===== config.mk =====
export PLATFORM = sky130hd
export DESIGN_NAME = sovb_sqrt
export DESIGN_NICKNAME = d
export VERILOG_FILES = /design/src/rtl/core/sovb_sqrt.sv
export SDC_FILE = /design/constraint.sdc
export NUM_CORES = 2
export LEC_CHECK = 0
export ABC_AREA = 1
export BUFFER_PORTS_ARGS = -buffer_cell sky130_fd_sc_hd__buf_2
export CORE_ASPECT_RATIO = 1.2
export CORE_UTILIZATION = 47
export DETAILED_ROUTE_END_ITERATION = 7
export HOLD_SLACK_MARGIN = 0.1
export PLACE_DENSITY = 0.71
export SYNTH_ARGS = -nofsm -noshare
export SYNTH_HDL_FRONTEND = slang
export SYNTH_SLANG_ARGS = --single-unit

===== constraint.sdc =====
create_clock -name clock -period 2.2 [get_ports clock]
set_input_delay 0.33 -clock clock [delete_from_list [all_inputs] [get_ports clock]]
set_output_delay 0.33 -clock clock [all_outputs]
set_load 0.01 [all_outputs]

===== src/rtl/core/sovb_sqrt.sv =====
`timescale 1ns / 1ps

// Pipelined integer square root, one result bit per stage.
module sovb_sqrt #(
   parameter int RW = 31
) (
   input  logic              clock,
   input  logic [2*RW-1:0]   rad,
   output logic [RW-1:0]     root
);

   logic [RW:0]     rem_ff  [RW];
   logic [RW:0]     rem_in  [RW];
   logic [RW-1:0]   root_ff [RW];
   logic [RW-1:0]   root_in [RW];
   logic [2*RW-1:0] rad_ff  [RW];
   logic [2*RW-1:0] rad_in  [RW];

   // Each stage brings down two radicand bits and tries the next root bit.
   always_comb begin
      logic [RW:0]     rs;
      logic [RW-1:0]   os;
      logic [2*RW-1:0] ds;
      logic [RW+2:0]   cur;
      logic [RW+2:0]   trial;
      logic            ge;
      for (int j = 0; j < RW; j++) begin
         if (j == 0) begin
            rs = '0;
            os = '0;
            ds = rad;
         end else begin
            rs = rem_ff[j-1];
            os = root_ff[j-1];
            ds = rad_ff[j-1];
         end
         cur   = {rs, ds[2*RW-1 -: 2]};
         trial = {1'b0, os, 2'b01};
         ge    = (cur >= trial);
         rem_in[j]  = ge ? (RW+1)'(cur - trial) : cur[RW:0];
         root_in[j] = {os[RW-2:0], ge};
         rad_in[j]  = ds << 2;
      end
   end

   always_ff @(posedge clock) begin
      for (int j = 0; j < RW; j++) begin
         rem_ff[j]  <= rem_in[j];
         root_ff[j] <= root_in[j];
         rad_ff[j]  <= rad_in[j];
      end
   end

   assign root = root_ff[RW-1];

endmodule


# ---- Yosys cells after proc, flatten, opt, wreduce, memory -nomap -nowiden
# Memory sizes are Yosys's and may differ from the RTL's.
# Index checks and enable logic that the tools add are counted.
dict set report classes {
  n_addsub 31
  magnitude_cmp 31
  muxes 31
}
# cell count
set op_table {}
lappend op_table {{34-bit by 33-bit greater-or-equal comparator with 1-bit output} 30}
lappend op_table {{32-bit two-way mux} 31}
lappend op_table {{32-bit subtractor} 30}
lappend op_table {{2-bit by 1-bit subtractor with 3-bit output, second input constant} 1}
lappend op_table {{2-bit by 1-bit greater-or-equal comparator with 1-bit output, second input constant} 1}
dict set report totals {
  mem_bits_rw 3813
  regBits 0
  wordCells 96
  output_inout_bits 31
  n_memories 3
}
# name words word_bits read_ports rd_ports_with_merged_regs wr line_no
set mem_list {}
lappend mem_list {rad_ff 31 60 30 0 31 16} ;# logic [2*RW-1:0] rad_ff [RW];
lappend mem_list {rem_ff 31 32 30 0 31 12} ;# logic [RW:0] rem_ff [RW];
lappend mem_list {root_ff 31 31 31 0 31 14} ;# logic [RW-1:0] root_ff [RW];

# ---- Logic depth before layout (Yosys ltp)
# An unclocked memory read counts as a cell.
dict set report logic_depth {
  depth_word 3
  depth_mapped 17
  mapped_depth_nobuf 16
}

# ---- Worst setup path before layout
# OpenSTA, ideal clock, no wires.
dict set report synth_path {
  path_kind {reg2reg}
  startpoint {mem root_ff[3][1] (netlist: root_ff[0][94])}
  endpoint {mem rem_ff[0][148] (netlist bit)}
  arrival_time_ns 1.775
  n_path_buf 1
  path_stages_with_launch 14
  setup_slack_ns 0.316
  setup_ns 0.109
  period_less_slack_ns 1.884
  cell_sequence {dfxtp_1 > inv_1 > ha_1 > a21oi_2 > o21ai_2 > nand2_1 > nand2_1 > nor2_2 > nand3_1 > nor2_4 > inv_2 > buf_6 > nand2_1 > inv_1}
}
# element line_no
set synth_rtl {}
lappend synth_rtl {{from (decl)} 14}
lappend synth_rtl {{to (decl)} 12}

==> results.sh <==
export IMPL_status="finished with violations"
export IMPL_violations="setup timing"
export IMPL_grt_usage_pct=26.5
export IMPL_crit_fanout=8
export IMPL_tns_ps=-1.84
export IMPL_routedWlPerCell_um=16.2
export IMPL_synth_edf_count=0
export IMPL_dp_hpwl_um=248000
export IMPL_postLayoutCellArea_um2=132000
export IMPL_yosysTopAreaCellShare_pct=44.2
export IMPL_rsz0062_at_grt="true"
export IMPL_slew_viol_final=0
export IMPL_drt_total_wl_um=317000
export IMPL_clkLatencyLatePin_ps=910
export IMPL_firstDrtPassIters=7
export IMPL_via_count=94700
export IMPL_placed_area_um2=117000
export IMPL_fin_util_pct=58.9
export IMPL_ys_warn_count=0
export IMPL_critPathLaunchType="flop"
export IMPL_max_slew_margin_pct=62.7
export IMPL_ios=94
export IMPL_cts_tree="built"
export IMPL_synth_area_leader_cell="dfxtp_1"
export IMPL_ant_nets=0
export IMPL_critical_path_arrival_ps=3000
export IMPL_clock_path_buffers=4
export IMPL_total_power_uw=141000
export IMPL_hold_viol_final=0
export IMPL_hold_path_class="input port to flop"
export IMPL_multi_input_comb_area_um2=51900
export IMPL_clk_transition_reported_paths_ps=70
export IMPL_use_met1_pct=30.5
export IMPL_grt_max_degree=39
export IMPL_syn_area_um2=106000
export IMPL_place_port_buffers=93
export IMPL_period_needed_ps=2200
export IMPL_powerDensity_nw_per_um2=1070
export IMPL_post_route_drc_count=0
export IMPL_setup_worst_path_end_class="flop"
export IMPL_place_ws_ps=-539
export IMPL_gp_congestion=0.992
export IMPL_antenna_found_initial=3
export IMPL_core_um2=224000
export IMPL_drive_gt1_share_pct=16.1
export IMPL_critical_path_class="flop to flop"
export IMPL_setup_viol=1
export IMPL_p_leak_uw=0.0698
export IMPL_die_x_um=435
export IMPL_synthToLayoutAreaGrowth_pct=24.3
export IMPL_numCtsBuffers=231
export IMPL_synth_net_count=15500
export IMPL_grt_overflow=0
export IMPL_worst_clock_skew_ps=55.8
export IMPL_synth_top_cells_by_area="dfxtp_1 (44%), nand2_1 (18%), inv_1 (9.3%)"
export IMPL_synth_top_flop_cell="dfxtp_1"
export IMPL_htreeDepth=4
export IMPL_syn_avg_cell_area_um2=7.09
export IMPL_fin_nets=17000
export IMPL_cts_sinks=2340
export IMPL_gr_usage_met3_pct=2.79
export IMPL_synth_seq_cells=2340
export IMPL_drt_initial_drc_count=6258
export IMPL_ir_worst_vdd_uv=887
export IMPL_post_route_period_util_pct=100
export IMPL_tightest_slew_ps=554
export IMPL_grt_pass1_wl_um=478000
export IMPL_gr_max_usage_layer="met2"
export IMPL_viasPerCell=4.85
export IMPL_die_h_um=522
export IMPL_netlist_instances=15000
export IMPL_cts_root_buffer="clkbuf_16"
export IMPL_cp_required_ps=3000
export IMPL_ys_seq_area_share_pct=44.2
export IMPL_grt_pass1_vias=90200
export IMPL_row_count=190
export IMPL_grt_use_met2_pct=48.1
export IMPL_area_sequential_um2=47100
export IMPL_cap_violations=0
export IMPL_fin_ws_ps=-1.84
export IMPL_fill_cells=20600
export IMPL_ys_types=57
export IMPL_max_freq_mhz=454
export IMPL_start_util_pct=47.4
export IMPL_synthArstFlopShare_pct=0
export IMPL_dieArea_um2=227000
## flip-flops by register name (all words and copies together) (netlist names)
signal / count
root_ff: 496
rem_ff: 914
rad_ff: 930
## power breakdown
part / total [µW] / leakage, µW / internal [µW] / switching (µW)
Combinational: 43200 / 0.0464 / 17200 / 26000
Clock: 40900 / 0.00386 / 23800 / 17100
Sequential: 57100 / 0.0195 / 49900 / 7260
Total: 141000 / 0.0698 / 90900 / 50300
## metrics by stage
step,hold slack [ps],instances
after floorplan,310,15000
after global placement,309,18900
after detailed placement,312,18900
after CTS,134,19500
after global routing,203,19500
final,197,19500
## worst max-delay path, stage by stage (launching register included)
cell and delay [ps]:
dfxtp_2 350, inv_1 80, ha_4 260, nand2_4 90
inv_1 50, nand2_1 60, nand2_1 60, nand3b_1 280
nand2_2 170, nor2_4 60, nor2_4 230, buf_12 150
clkbuf_16 140, nand2_1 50, o21ai_0 90
## what timing repair did
| item | CTS | global route |
|---|---|---|
| setup buffers | 14 | 45 |
| cloned | 3 | 16 |
| hold buffers | 123 | 0 |
| endpoints found under the setup margin | 324 | 808 |
| pin swaps | 7 | 104 |
| resized for setup | 150 | 883 |
| hold endpoints to repair | 63 | 0 |
## cells by family after synthesis
| logic type | Yosys count | share of synthesized area (%) |
|---|---|---|
| AOI/OAI and AO/OA | 969 | 5.05 |
| xor gates and xnor gates | 380 | 3.14 |
| adders and majority gates | 528 | 6.23 |
| buffers and inverters | 2807 | 10.5 |
| DFF | 2340 | 44.2 |
| other | 1 | 0.00354 |
| and+or+nand+nor | 7925 | 30.9 |
## area by class of cell
| type | instances | share of cell area, % |
|---|---|---|
| Tap cell | 2976 | 2.83 |
| Timing Repair Buffer | 1334 | 8.39 |
| Clock buffer | 285 | 4.80 |
| Clock inverter | 132 | 1.22 |
| Antenna cell | 3 | 0.00570 |
| Multi-Input combinational cell | 9804 | 39.4 |
| Inverter | 2648 | 7.59 |
| Sequential cell | 2340 | 35.7 |
## per-layer routing
layer / share of wire [%] / wire length, µm / up-vias
met3: 4.5 / 14300 / 834
li1: - / - / 48600
met2: 49 / 156000 / 2562
met4: 5.9 / 18800 / 0
met5: 0 / 0 / -
met1: 40 / 128000 / 42700
## cell usage after synthesis, drive strengths merged (21+ instances only)
master / n
xor2: 251
nand3: 809
a21oi: 580
and2: 48
nand4: 205
nor3: 187
ha: 528
inv: 2648
xnor2: 129
nor4: 21
nor2: 1264
o21bai: 35
dfxtp: 2340
o21ai: 307
nand3b: 139
or2: 48
buf: 151
nand2: 5174
## cells in the final DEF (no fill, tap or decap), types with 150 or more instances in the layout
cell type / instances
nand2_1: 4965
inv_1: 2612
dfxtp_1: 2192
nor2_1: 1066
buf_4: 1034
nand3_1: 760
a21oi_1: 441
ha_1: 356
xor2_1: 249
clkbuf_16: 245
o21ai_0: 213
nand4_1: 204
nand2_2: 189
nor3_1: 166
nor2_2: 150
## path summary, 6_finish.rpt
check / startpoint / endpoint / slack (ps) / depth (start not counted)
setup reg to reg: root_ff[1][7] / rem_ff[1][39] / -2 / 14
hold / removal: rad[24] / rad_ff[0][24] / 200 / 2
setup / recovery: root_ff[1][7] / rem_ff[1][39] / -2 / 14
hold reg to reg: rad_ff[0][114] / rad_ff[0][176] / 310 / 0
Power figures use the tool's default switching activity.
